--- src/sv/sbdd_pkg.sv ---
package sbdd_pkg;

	localparam int VALUE_WIDTH = 128;
	localparam int IN_WIDTH = 64;
	localparam int DIGIT_WIDTH = 4;
	localparam int NUM_DIGITS = ((VALUE_WIDTH * 1233) >> 12) + 1;
	localparam int BCD_WIDTH = DIGIT_WIDTH * NUM_DIGITS;
	localparam int CNT_WIDTH = $clog2(VALUE_WIDTH + 1);
	localparam int LEFT_WIDTH = $clog2(NUM_DIGITS + 1);

	typedef logic [VALUE_WIDTH-1:0] value_t;
	typedef logic [BCD_WIDTH-1:0] bcd_t;
	typedef logic [DIGIT_WIDTH-1:0] digit_t;

	typedef enum logic [1:0] {
		ST_IDLE,
		ST_CONVERT,
		ST_SKIP,
		ST_EMIT
	} state_t;

endpackage

--- src/sv/sbdd_in_if.sv ---
interface sbdd_in_if;
	logic valid;
	logic ready;
	logic [sbdd_pkg::IN_WIDTH-1:0] value_high;
	logic [sbdd_pkg::IN_WIDTH-1:0] value_low;

	modport source (output valid, output value_high, output value_low, input ready);
	modport sink (input valid, input value_high, input value_low, output ready);
endinterface

--- src/sv/sbdd_out_if.sv ---
interface sbdd_out_if;
	logic valid;
	logic ready;
	sbdd_pkg::digit_t digit;
	logic negative;
	logic last;

	modport source (output valid, output digit, output negative, output last, input ready);
	modport sink (input valid, input digit, input negative, input last, output ready);
endinterface

--- src/sv/sbdd_dabble.sv ---
module sbdd_dabble (
	input  sbdd_pkg::bcd_t bcd,
	input  logic           shift_bit,
	output sbdd_pkg::bcd_t bcd_next
);

	sbdd_pkg::bcd_t adj;

	// Every digit of five or more gets three added so that the shift carries into the next digit.
	always_comb begin
		for (int i = 0; i < sbdd_pkg::NUM_DIGITS; i++) begin
			if (bcd[i*sbdd_pkg::DIGIT_WIDTH +: sbdd_pkg::DIGIT_WIDTH] >= 4'd5) begin
				adj[i*sbdd_pkg::DIGIT_WIDTH +: sbdd_pkg::DIGIT_WIDTH] =
					bcd[i*sbdd_pkg::DIGIT_WIDTH +: sbdd_pkg::DIGIT_WIDTH] + 4'd3;
			end else begin
				adj[i*sbdd_pkg::DIGIT_WIDTH +: sbdd_pkg::DIGIT_WIDTH] =
					bcd[i*sbdd_pkg::DIGIT_WIDTH +: sbdd_pkg::DIGIT_WIDTH];
			end
		end
	end

	assign bcd_next = {adj[sbdd_pkg::BCD_WIDTH-2:0], shift_bit};

endmodule

--- src/sv/signed_binary_to_decimal_digits_unit.sv ---
// Converts one two's complement integer into its decimal digits.
//
// The input channel carries one item as value_high and value_low; the low
// VALUE_WIDTH bits of {value_high, value_low} hold the value and its top bit
// is the sign. The output channel returns one item per decimal digit of the
// magnitude, most significant first, with no leading zeros. Every digit
// carries negative, and the least significant one carries last. Zero gives
// the single digit 0.
//
// After an item is accepted the block runs the shift-and-correct loop, one
// input bit per cycle through a single correction unit, then drops the
// leading zero digits one at a time and settles on the first digit, then
// delivers the digits one at a time. The next item is accepted only after
// the last digit is taken. Input ready is high only while no item is in
// progress.
//
// Reset clears the sequencer, so the block comes up idle with no valid
// output. A stalled receiver holds the current digit steady on the output
// until it is taken; nothing is lost and no new item is accepted meanwhile.
module signed_binary_to_decimal_digits_unit (
	input  logic              clk,
	input  logic              arst_n,
	sbdd_in_if.sink           in,
	sbdd_out_if.source        out
);

	sbdd_pkg::state_t state_q, state_d;
	logic [sbdd_pkg::CNT_WIDTH-1:0]  cnt_q, cnt_d;
	logic [sbdd_pkg::LEFT_WIDTH-1:0] left_q, left_d;
	sbdd_pkg::value_t bin_q, bin_d;
	sbdd_pkg::bcd_t   bcd_q, bcd_d;
	logic             neg_q, neg_d;

	sbdd_pkg::value_t word;
	sbdd_pkg::bcd_t   bcd_step;
	sbdd_pkg::digit_t top_digit;
	logic             last_digit;

	assign word = sbdd_pkg::value_t'({in.value_high, in.value_low});
	assign top_digit = bcd_q[sbdd_pkg::BCD_WIDTH-1 -: sbdd_pkg::DIGIT_WIDTH];
	assign last_digit = (left_q == sbdd_pkg::LEFT_WIDTH'(1));

	sbdd_dabble u_dabble (
		.bcd       (bcd_q),
		.shift_bit (bin_q[sbdd_pkg::VALUE_WIDTH-1]),
		.bcd_next  (bcd_step)
	);

	always_ff @(posedge clk or negedge arst_n) begin
		if (!arst_n) begin
			state_q <= sbdd_pkg::ST_IDLE;
			cnt_q   <= '0;
			left_q  <= '0;
		end else begin
			state_q <= state_d;
			cnt_q   <= cnt_d;
			left_q  <= left_d;
		end
	end

	always_ff @(posedge clk) begin
		bin_q <= bin_d;
		bcd_q <= bcd_d;
		neg_q <= neg_d;
	end

	always_comb begin
		state_d   = state_q;
		cnt_d     = cnt_q;
		left_d    = left_q;
		bin_d     = bin_q;
		bcd_d     = bcd_q;
		neg_d     = neg_q;
		in.ready  = 1'b0;
		out.valid = 1'b0;
		case (state_q)
			sbdd_pkg::ST_IDLE: begin
				in.ready = 1'b1;
				if (in.valid) begin
					neg_d   = word[sbdd_pkg::VALUE_WIDTH-1];
					bin_d   = word[sbdd_pkg::VALUE_WIDTH-1] ? (~word + 1'b1) : word;
					bcd_d   = '0;
					cnt_d   = sbdd_pkg::CNT_WIDTH'(sbdd_pkg::VALUE_WIDTH);
					state_d = sbdd_pkg::ST_CONVERT;
				end
			end
			sbdd_pkg::ST_CONVERT: begin
				bcd_d = bcd_step;
				bin_d = {bin_q[sbdd_pkg::VALUE_WIDTH-2:0], 1'b0};
				cnt_d = cnt_q - 1'b1;
				if (cnt_q == sbdd_pkg::CNT_WIDTH'(1)) begin
					left_d  = sbdd_pkg::LEFT_WIDTH'(sbdd_pkg::NUM_DIGITS);
					state_d = sbdd_pkg::ST_SKIP;
				end
			end
			sbdd_pkg::ST_SKIP: begin
				if (top_digit == '0 && !last_digit) begin
					bcd_d  = {bcd_q[sbdd_pkg::BCD_WIDTH-sbdd_pkg::DIGIT_WIDTH-1:0],
						sbdd_pkg::DIGIT_WIDTH'(0)};
					left_d = left_q - 1'b1;
				end else begin
					state_d = sbdd_pkg::ST_EMIT;
				end
			end
			sbdd_pkg::ST_EMIT: begin
				out.valid = 1'b1;
				if (out.ready) begin
					if (last_digit) begin
						state_d = sbdd_pkg::ST_IDLE;
					end else begin
						bcd_d  = {bcd_q[sbdd_pkg::BCD_WIDTH-sbdd_pkg::DIGIT_WIDTH-1:0],
							sbdd_pkg::DIGIT_WIDTH'(0)};
						left_d = left_q - 1'b1;
					end
				end
			end
			default: begin
				state_d = sbdd_pkg::ST_IDLE;
			end
		endcase
	end

	assign out.digit    = top_digit;
	assign out.negative = neg_q;
	assign out.last     = last_digit;

	a_digit_decimal: assert property (@(posedge clk) disable iff (!arst_n)
		out.valid |-> out.digit <= 4'd9)
		else $error("digit out of decimal range");

	a_run_continues: assert property (@(posedge clk) disable iff (!arst_n)
		out.valid && out.ready && !out.last |=> out.valid)
		else $error("digit run broken before last");

	a_idle_after_last: assert property (@(posedge clk) disable iff (!arst_n)
		out.valid && out.ready && out.last |=> in.ready && !out.valid)
		else $error("block not idle after last digit");

	a_no_early_digit: assert property (@(posedge clk) disable iff (!arst_n)
		in.valid && in.ready |=> !out.valid && !in.ready)
		else $error("digit shown before conversion");

endmodule

--- src/flat_wrapper.sv ---
// flat-port wrapper written by rule: the top's interface ports become plain ports
module signed_binary_to_decimal_digits_unit_flat 
  (clk, arst_n, in_valid, in_value_high, in_value_low, in_ready, out_valid, out_digit, out_negative, out_last, out_ready);
  sbdd_in_if in_i ();
  sbdd_out_if out_i ();
  input  logic clk;
  input  logic arst_n;
  input wire logic [$bits(in_i.valid)-1:0] in_valid;
  input wire logic [$bits(in_i.value_high)-1:0] in_value_high;
  input wire logic [$bits(in_i.value_low)-1:0] in_value_low;
  output wire logic [$bits(in_i.ready)-1:0] in_ready;
  output wire logic [$bits(out_i.valid)-1:0] out_valid;
  output wire logic [$bits(out_i.digit)-1:0] out_digit;
  output wire logic [$bits(out_i.negative)-1:0] out_negative;
  output wire logic [$bits(out_i.last)-1:0] out_last;
  input wire logic [$bits(out_i.ready)-1:0] out_ready;
  assign in_i.valid = in_valid;
  assign in_i.value_high = in_value_high;
  assign in_i.value_low = in_value_low;
  assign in_ready = in_i.ready;
  assign out_valid = out_i.valid;
  assign out_digit = out_i.digit;
  assign out_negative = out_i.negative;
  assign out_last = out_i.last;
  assign out_i.ready = out_ready;
  signed_binary_to_decimal_digits_unit u_core (.clk(clk), .arst_n(arst_n), .in(in_i), .out(out_i));
endmodule
--- config.mk ---
export PLATFORM = sky130hd
export DESIGN_NAME = signed_binary_to_decimal_digits_unit_flat
export DESIGN_NICKNAME = d
export VERILOG_FILES = /design/src/sv/sbdd_pkg.sv /design/src/sv/sbdd_in_if.sv /design/src/sv/sbdd_out_if.sv /design/src/sv/sbdd_dabble.sv /design/src/sv/signed_binary_to_decimal_digits_unit.sv /design/src/flat_wrapper.sv
export SDC_FILE = /design/constraint.sdc
export NUM_CORES = 1
export LEC_CHECK = 0
export BUFFER_PORTS_ARGS = -buffer_cell sky130_fd_sc_hd__buf_2
export CAP_MARGIN = 10
export CORE_UTILIZATION = 25
export DETAILED_ROUTE_END_ITERATION = 8
export GPL_ROUTABILITY_DRIVEN = 0
export PLACE_DENSITY = 0.42
export RECOVER_POWER = 25
export SLEW_MARGIN = 20
export SYNTH_ARGS = -nofsm -noshare
export SYNTH_HDL_FRONTEND = slang
export SYNTH_SLANG_ARGS = --single-unit
--- constraint.sdc ---
create_clock -name clk -period 4.8 [get_ports clk]
set_input_delay 0.72 -clock clk [delete_from_list [all_inputs] [get_ports clk]]
set_output_delay 0.72 -clock clk [all_outputs]
set_load 0.05 [all_outputs]
Yosys cells after proc, flatten, opt, wreduce, memory -nomap -nowiden
Index checks and enable logic that the tools add are counted.
{ "op_classes": {"eq_ne": 12, "n_bitwise": 1, "reduce_logical": 11, "n_lt_le_gt_ge": 39, "muxes": 62, "addsub": 42} }
{ "ops": {"columns": ["operator", "count"], "rows": [
  ["two-way mux 156 bit", 4],
  ["one-hot mux 156 bit (4 select lines)", 1],
  ["two-way mux 128 bit", 2],
  ["one-hot mux 128 bit (2 select lines)", 1],
  [">= comparator 4 x 3 -> 1 bit, second input constant", 39],
  ["adder 4 x 2 -> 4 bit, second input constant", 38],
  ["two-way mux 4 bit", 38],
  ["adder 128 x 1 -> 128 bit, second input constant", 1],
  ["inverter 128 bit", 1],
  ["two-way mux 6 bit", 4],
  ["one-hot mux 6 bit (3 select lines)", 1],
  ["one-hot mux 8 bit (2 select lines)", 1],
  ["two-way mux 2 bit", 5],
  ["AND reduction 5 bit", 2],
  ["== test 8 x 1 -> 1 bit, second input constant", 1],
  ["two-way mux 8 bit", 1],
  ["inequality test 2 bit, second input constant", 4],
  ["one-hot mux 2 bit (4 select lines)", 1],
  ["subtractor 8 x 1 -> 8 bit, second input constant", 1],
  ["== test 6 x 1 -> 1 bit, second input constant", 1],
  ["inequality test 2 x 1 -> 1 bit, second input constant", 3],
  ["subtractor 6 x 1 -> 6 bit, second input constant", 1],
  ["== test 2 bit, second input constant", 2],
  ["logical NOT 4 bit", 1],
  ["other kinds (11)", 13]
]} }
{ "totals": {"ff_bits": 301} }

Logic depth before layout (Yosys ltp)
Gate-level depths: netlist (run 1).
{ "logic_depth": {"word_depth": 5, "depth_mapped": 10, "ltp_nobuf": 8} }

Cells and area by module
A second synthesis (run 1) with hierarchy kept.
{ "hier_totals": {"hier_cells": 1927, "hier_area_um2": 19698.9} }
{ "by_module_without_submodules": {"columns": ["mod", "instances", "cells_each", "area_per_inst_um2", "seq_area_each_um2"], "rows": [
  ["signed_binary_to_decimal_digits_unit", 1, 1306, 15758.9, 8958.6],
  ["sbdd_dabble", 1, 621, 3940.0, 0.0]
]} }

Worst setup path before layout (run 1)
No wires, ideal clock.
{ "synth_path": {"kind": "reg2reg", "startpoint": "register u_core.state_q[0]", "endpoint": "register u_core.cnt_q[4] in the netlist's numbering", "setup_slack_ps": -456, "setup_time_ps": 130, "path_buffers": 2, "path_stages_with_launch": 11, "t_arrival_ps": 5126, "path_cell_list": "dfrtp_1 inv_1 ha_1 nand2b_1 clkbuf_1 clkbuf_1 nand2_1 nand2_1 or3_1 xor2_1 nor2_1"} }
{ "synth_between": {"elab_chain_len": 3, "elab_cells_between_ends": 6} }
{ "synth_rtl": {"columns": ["element", "line", "text"], "rows": [
  ["from (decl)", "signed_binary_to_decimal_digits_unit.sv:27", "sbdd_pkg::state_t state_q, state_d;"],
  ["from (signal assigned)", "signed_binary_to_decimal_digits_unit.sv:51", "state_q <= sbdd_pkg::ST_IDLE;"],
  ["from (signal assigned)", "signed_binary_to_decimal_digits_unit.sv:55", "state_q <= state_d;"],
  ["== test 2 x 1 -> 1 bit or logical NOT 2 bit (tied branches)", "signed_binary_to_decimal_digits_unit.sv:76", "case (state_q)"],
  ["nonzero test 2 bit (no line) or inequality test 2 bit (tied branches)", null, null],
  ["AND reduction 2 bit (no line)", null, null],
  ["to (signal assigned)", "signed_binary_to_decimal_digits_unit.sv:56", "cnt_q <= cnt_d;"],
  ["to (decl)", "signed_binary_to_decimal_digits_unit.sv:28", "logic [sbdd_pkg::CNT_WIDTH-1:0] cnt_q, cnt_d;"]
]} }
Several ways; a longest one is shown, not always the timed one.
A chain may end at the register's enable or synchronous reset.

Final worst setup path (run 1)
{ "layout_path": {"startpoint": "register u_core.state_q[1]", "endpoint": "register u_core.cnt_q[4] in the netlist's numbering"} }
The elaborated chain is that of the path after synthesis.

==> run_results.csv, run 1 <==
group,metric,value,unit
cells_and_area,regArea,8960,sq um
cells_and_area,fin_nets,2464,
sta,setup_slack,1.24,ns
placement,port_buffers,139,
setup_path,r2r_end,"u_core.cnt_q[4]",
setup_path,end_kind,"flip-flop",
routing,wirelength,59100,um
logic_synthesis,synth_top_cell_area_share,42.3,%
sta,fin_hold_ws,0.295,ns
setup_path,worst_setup_path_start_kind,"flip-flop",
sta,clock.fmax,0.281,GHz
logic_synthesis,synth_edf_count,285,
setup_path,r2r_slack,1.24,ns
sta,fin_crit_sh,74.2,%
logic_synthesis,post-synth-top-area-cell,"edfxtp_1",
global_routing,grt_pass1_wl,93400,um
clocking,clk-insertion-delay-late,0.56,ns
cells_and_area,n_antenna_cell,0,
sta,skew,0.0202,ns
cells_and_area,stdcell_count,3323,
setup_path,criticalPathCategory,"reg -> reg",
power,powerDensity,655,nW/um^2
global_routing,grt_pass1_vias,16164,
cells_and_area,multi_input_area,10500,sq um
cells_and_area,area_delta_synth_final,14.7,%
logic_synthesis,synthFlopType,"edfxtp_1",
clocking,clk_pin_slew,0.06,ns
clocking,cts_tree,"done",
logic_synthesis,synth-seq-area-share,44.3,%
clocking,postCtsHoldBufs,0,
power,total_power,15.2,mW
sta,tightest_slew,1.86,ns
routing,wl_per_cell,17.8,um
routing,ant_nets,0,
clocking,cts-htree-levels,2,
die,dieHeight,286,um
run_status,violations,"capacitance limit, slew limit",
die,dieArea,82000,sq um
die,core_area,79500,sq um
clocking,cts_resized,0,
clocking,cts_setup_buffers,0,
logic_synthesis,synth_area,20200,sq um
cells_and_area,n_fill_cell,8391,
power,irDropWorstVdd,0.674,mV
setup_path,worstPathMaxFanout,72,
routing,drt_iter0_drc,1196,
clocking,cts_made_buffers,38,
setup_path,crit_arrival,3.98,ns
sta,slew_violations,72,
power,p_leak,7.93,nW
logic_synthesis,async_flop_share,5.32,%
sta,tns,0,ns
logic_synthesis,yosys-top-cells-area,"edfxtp_1 (42%), o21ai_0 (6.6%), ha_1 (5.4%)",
placement,dpl_worst_slack,0.915,ns
die,fp-row-count,103,
sta,max_slew_margin,-23.8,%
hold_path,min-delay-path-class,"in -> async",
sta,finalHoldViolations,0,
logic_synthesis,synth_seq_cells,301,
cells_and_area,final_area,23200,sq um
logic_synthesis,synth_area_per_cell,9.39,sq um
sta,rsz0062_at_grt,"no",
clocking,cts-root-buf,"clkbuf_16",
job,max_cap_violations,1,
logic_synthesis,syn_nets,2373,
setup_path,rr_worst_depth,8,
setup_path,crit_required,5.22,ns
clocking,cts.sinks,301,
power,swShare,40.8,%
logic_synthesis,synth.distinct_cells,70,
die,dieWidth,286,um
logic_synthesis,syn_inst,2153,
logic_synthesis,synth_warnings,0,
placement,dp.cells,3254,
global_routing,grt_overflow,0,
sta,fin_crit,3.56,ns
logic_synthesis,synth_most_common_cell,"edfxtp_1",
cells_and_area,post-route-util,29.2,%
routing,viasPerCell,5.05,
power,netSwitchingPower,6.20,mW
cells_and_area,drive_gt1_share,11.9,%
routing,drt-pass1-iter-count,5,
global_routing,antenna_found_initial,1,
global_routing,grt_usage,14.2,%
logic_synthesis,netlist_top_cells_count,"edfxtp_1 (285), nand2_1 (280), o21ai_0 (266)",
setup_path,r2r-start,"u_core.state_q[1]",
routing,drc,0,
routing,dr_total_vias,16766,
die,start_util,25.4,%
placement,dp_hpwl,40200,um
placement,placedInstanceArea,22100,sq um
power,clock_power_share,18.8,%
global_routing,grt_max_degree,245,
power,pwr-share-seq,40.2,%
clocking,clockBufferDepth,3,
die,num_io_pins,140,
run_status,status,"finished with violations",
power,power_frac_comb,40.9,%
sta,setup_viol,0,
power,p_int,8.99,mW
-- worst max path at each step --
stage / end / slack [ns] / start
final: u_core.cnt_q[4] / 1.24 / u_core.state_q[1]
after global routing: u_core.cnt_q[4] / 0.85 / u_core.state_q[1]
after detailed placement: u_core.bin_q[98] / 0.91 / in_value_low[28]
after global placement: u_core.bin_q[98] / 0.99 / in_value_low[28]
after floorplan: u_core.cnt_q[4] / 0.84 / u_core.state_q[0]
after CTS: u_core.bin_q[98] / 1.50 / in_value_low[28]
-- cell type report --
class,count,share of cell area (%)
timing repair buffer,160,3.86
inverter,94,1.52
clock buffer,46,4.27
clock inverter,23,0.858
multi-input combinational,1649,45.2
sequential,301,38.6
tap,1050,5.66
-- kinds of logic (layout without fill, tap and decap cells) --
| family | count (synthesis) | in the layout | synth area share (%) |
|---|---|---|---|
| AND/OR/NAND/NOR | 793 | 793 | 20.5 |
| XOR/XNOR | 166 | 166 | 7.19 |
| flip-flops | 301 | 301 | 44.3 |
| AO/OA/AOI/OAI | 567 | 567 | 16.7 |
| multiplexers | 35 | 35 | 1.92 |
| adder cells (fa/ha/maj) | 88 | 88 | 5.44 |
| buffers and inverters | 203 | 323 | 3.93 |
-- sequential cells by signal, summed over array words and instances (netlist names) --
name                 flops
u_core.state_q           2
u_core.bin_q           128
u_core.out.negative      1
u_core.left_q            6
u_core.cnt_q             8
u_core.bcd_q           156
-- power by group through the flow --
stage,clock (mW),sequential [mW],combinational (mW)
floorplan,0,5.90,4.83
global placement,0,6.11,6.23
detailed placement,0,6.12,6.37
CTS,2.97,6.10,6.39
global route,3.07,6.33,7.14
finish,2.86,6.11,6.22
-- routing by layer --
layer,GRT usage [%],share of wire (%)
met3,2.39,5.0
met4,4.28,2.2
met1,19.5,47
met2,22.7,46
met5,0,0.017
-- layout by cell type, fill, tap and decap left out, types with 66 or more instances in the layout --
master / count
nand2_1: 279
buf_2: 131
edfxtp_1: 285
o31ai_1: 66
xor2_1: 91
nor2_1: 108
ha_1: 88
a21oi_1: 138
inv_1: 93
xnor2_1: 75
o21ai_0: 266
-- worst max-delay path, stage by stage (launching register included) --
cell,delay (ns)
dfrtp_1,0.41
inv_1,0.09
ha_1,0.35
nand2b_1,0.32
nand2_2,1.37
nand2_1,0.30
or3_1,0.41
xor2_1,0.14
nor2_1,0.05
Note: power is estimated with default switching activity, not from simulation.
==> inputs of run 2 (changes only) <==
--- a/config.mk
+++ b/config.mk
@@ -5,6 +5,7 @@
 export SDC_FILE = /design/constraint.sdc
 export NUM_CORES = 1
 export LEC_CHECK = 0
+export ABC_AREA = 1
 export BUFFER_PORTS_ARGS = -buffer_cell sky130_fd_sc_hd__buf_2
 export CAP_MARGIN = 10
 export CORE_UTILIZATION = 25
==> constraint.sdc (replaced) <==
create_clock -name clk -period 3.23 [get_ports clk]
set_input_delay 0.4845 -clock clk [delete_from_list [all_inputs] [get_ports clk]]
set_output_delay 0.4845 -clock clk [all_outputs]
set_load 0.05 [all_outputs]
==> run_results.csv, run 2 <==
group,metric,value,unit
run_status,status,"completed",
setup_path,cp_cell_sequence,"buf_2 -> inv_1 -> ha_1 -> nand2_1 -> nor2_1 -> nand2_1 -> nand2_1 -> nand2_2 -> nor2_1 -> nand4_1 -> nand3_1 -> nand2_1",
die,start_util,25.3,%
cells_and_area,stdcell_count,4154,
power,p_leak,10.2,nW
logic_synthesis,syn_nets,3089,
sta,setup_viol,0,
setup_path,cp_top_family,"simple AND/OR/NAND/NOR gates",
placement,dp_hpwl,53900,um
logic_synthesis,async_flop_share,5.32,%
cells_and_area,fin_nets,3212,
sta,rsz0062_at_grt,"no",
die,core_area,84000,sq um
cells_and_area,layout_commonest_cell,"nand2_1",
setup_path,criticalPathCategory,"in -> reg",
global_routing,grt_pass1_wl,111000,um
hold_path,min-delay-path-class,"in -> reg",
clocking,cts_tree,"done",
die,num_io_pins,140,
sta,fin_crit_sh,88.2,%
setup_path,crit_arrival,3.16,ns
setup_path,rr_worst_depth,7,
die,dieArea,86200,sq um
placement,port_buffers,139,
die,fp-row-count,106,
setup_path,r2r_end,"u_core.bcd_q[88]",
power,irDropWorstVdd,0.738,mV
cells_and_area,largest_reg_flops,156,
setup_path,worst_setup_path_start_kind,"input port",
power,netSwitchingPower,9.62,mW
setup_path,r2r_slack,0.54,ns
cells_and_area,reg_top3,"u_core.bcd_q x156, u_core.bin_q x128, u_core.cnt_q x8",
logic_synthesis,synth_warnings,0,
setup_path,crit_required,3.55,ns
logic_synthesis,synth_top_cell_area_share,40.3,%
sta,tightest_slew,1.24,ns
global_routing,grt_usage,16.6,%
sta,fin_hold_ws,0.244,ns
setup_path,r2r-start,"u_core.state_q[1]",
job,max_cap_violations,0,
clocking,clk-insertion-delay-late,0.57,ns
setup_path,cp.depth,12,
sta,setup_slack,0.382,ns
clocking,cts_made_buffers,39,
routing,drt-pass1-iter-count,6,
clocking,cts.sinks,301,
routing,viasPerCell,4.67,
logic_synthesis,synth_edf_count,285,
global_routing,grt_overflow,0,
setup_path,crit_path_end,"u_core.bin_q[112]",
cells_and_area,post-route-util,29.2,%
logic_synthesis,synth_seq_cells,301,
setup_path,cp_slowest_stage_delay,0.94,ns
routing,dr_total_vias,19417,
sta,slew_violations,0,
global_routing,grt_pass1_vias,18878,
sta,max_slew_margin,17.3,%
logic_synthesis,synthFlopType,"edfxtp_1",
power,clock_power_share,19.4,%
power,power_frac_comb,43.7,%
logic_synthesis,synth_area,21300,sq um
power,swShare,42.3,%
sta,fin_crit,2.85,ns
sta,finalHoldViolations,0,
power,p_int,13.1,mW
power,pwr-share-seq,36.9,%
global_routing,grt_max_degree,140,
clocking,cts-root-buf,"clkbuf_16",
cells_and_area,regMostFlops,"u_core.bcd_q",
cells_and_area,layout_common_cells,"nand2_1 (674), nor2_1 (526), inv_1 (375)",
clocking,cts_setup_buffers,0,
die,dieHeight,294,um
power,total_power,22.8,mW
global_routing,antenna_found_initial,1,
routing,drt_iter0_drc,1333,
clocking,clockBufferDepth,3,
die,dieWidth,294,um
logic_synthesis,synth_most_common_cell,"nand2_1",
cells_and_area,drive_gt1_share,8.18,%
logic_synthesis,synth.distinct_cells,45,
routing,drc,0,
routing,wirelength,72100,um
logic_synthesis,netlist_top_cells_count,"nand2_1 (668), nor2_1 (512), inv_1 (377)",
logic_synthesis,synth-seq-area-share,42.2,%
setup_path,end_kind,"flip-flop",
setup_path,critPathMostFrequentCell,"nand2_1",
clocking,cts-htree-levels,2,
setup_path,worstPathMaxFanout,9,
clocking,clk_pin_slew,0.06,ns
placement,dp.cells,4084,
routing,wl_per_cell,17.4,um
logic_synthesis,synth_area_per_cell,7.41,sq um
power,powerDensity,927,nW/um^2
setup_path,cp-startpoint,"in_value_low[0]",
routing,ant_nets,0,
setup_path,cp_slowest_cell,"nor2_1",
placement,dpl_worst_slack,0.615,ns
logic_synthesis,post-synth-top-area-cell,"edfxtp_1",
sta,clock.fmax,0.351,GHz
logic_synthesis,yosys-top-cells-area,"edfxtp_1 (40%), nand2_1 (12%), nor2_1 (9.0%)",
cells_and_area,area_delta_synth_final,15.5,%
sta,skew,0.0257,ns
logic_synthesis,syn_inst,2869,
setup_path,path_buf_inv,2,
[run 2: cell count changes in the layout (fill, tap and decap cells not counted), sizes merged, moves of 71 or more]
cell and change:
nand2 +403, nor2 +433, o22ai +78, nand3 +218
inv +283, xnor2 -71
[run 2: logic make-up (layout without fill, tap and decap cells)]
kind of cell / count (synthesis) / after routing / share of synthesized area (%)
DFF: 301 / 301 / 42.2
and+or+nand+nor: 1519 / 1519 / 29.7
AOI/OAI and AO/OA: 460 / 460 / 12.8
adders and majority gates: 88 / 88 / 5.18
buffers and inverters: 461 / 611 / 8.50
other: 0 / 1 / 0
xor gates and xnor gates: 40 / 40 / 1.65
[run 2: cell type report]
cell class                 instances  area [sq um]
sequential                       301          8960
tap                             1134          1420
multi-input combinational       2107         10400
inverter                         379          1430
antenna                            1          2.50
timing repair buffer             164          1060
clock inverter                    13           148
fill                            9172         59400
clock buffer                      55          1110
[run 2: how the worst min path moves through the flow]
| stage | start | to | depth (start not counted) |
|---|---|---|---|
| after CTS | in_value_low[0] | u_core.bin_q[0] | 3 |
| final | in_value_low[0] | u_core.bin_q[0] | 3 |
| after floorplan | arst_n | u_core.cnt_q[0] | 0 |
| after global placement | arst_n | u_core.left_q[5] | 1 |
| after detailed placement | arst_n | u_core.left_q[5] | 1 |
| after global routing | in_value_low[0] | u_core.bin_q[0] | 3 |
[run 2: power by group through the flow]
stage                     clock, mW  combinational, mW  sequential (mW)
after global placement            0               10.2             8.48
after floorplan                   0               7.25             8.23
after CTS                      4.60               10.2             8.41
after detailed placement          0               10.1             8.45
final                          4.42               9.94             8.40
after global routing           4.72               11.4             8.65
[run 2: per-stage QoR]
stage / setup TNS, ns / area [sq um]
floorplan: -4.51 / 21300
global placement: 0 / 23400
detailed placement: 0 / 23400
CTS: 0 / 24700
global route: 0 / 24500
finish: 0 / 24500
[run 2: repair_timing]
| action | CTS | global route |
|---|---|---|
| gates resized for setup | 0 | 0 |
| setup endpoints to repair | 0 | 0 |
| hold buffers | 1 | 0 |
| hold endpoints to repair | 16 | 0 |
[run 2: layer usage]
metal | wire length [um] | GRT usage [%]
met5 | 0 | 0
met4 | 3280 | 7.74
met3 | 3340 | 2.13
met2 | 32400 | 26.5
met1 | 33100 | 22.3
[run 2: worst register-to-register path: cells and delay by family, from the launching register on]
family / cells / cell delay (ns)
AOI/OAI and AO/OA: 1 / 0.42
adders and majority gates: 1 / 0.28
buffers and inverters: 4 / 0.91
DFF: 1 / 0.40
and+or+nand+nor: 1 / 0.42
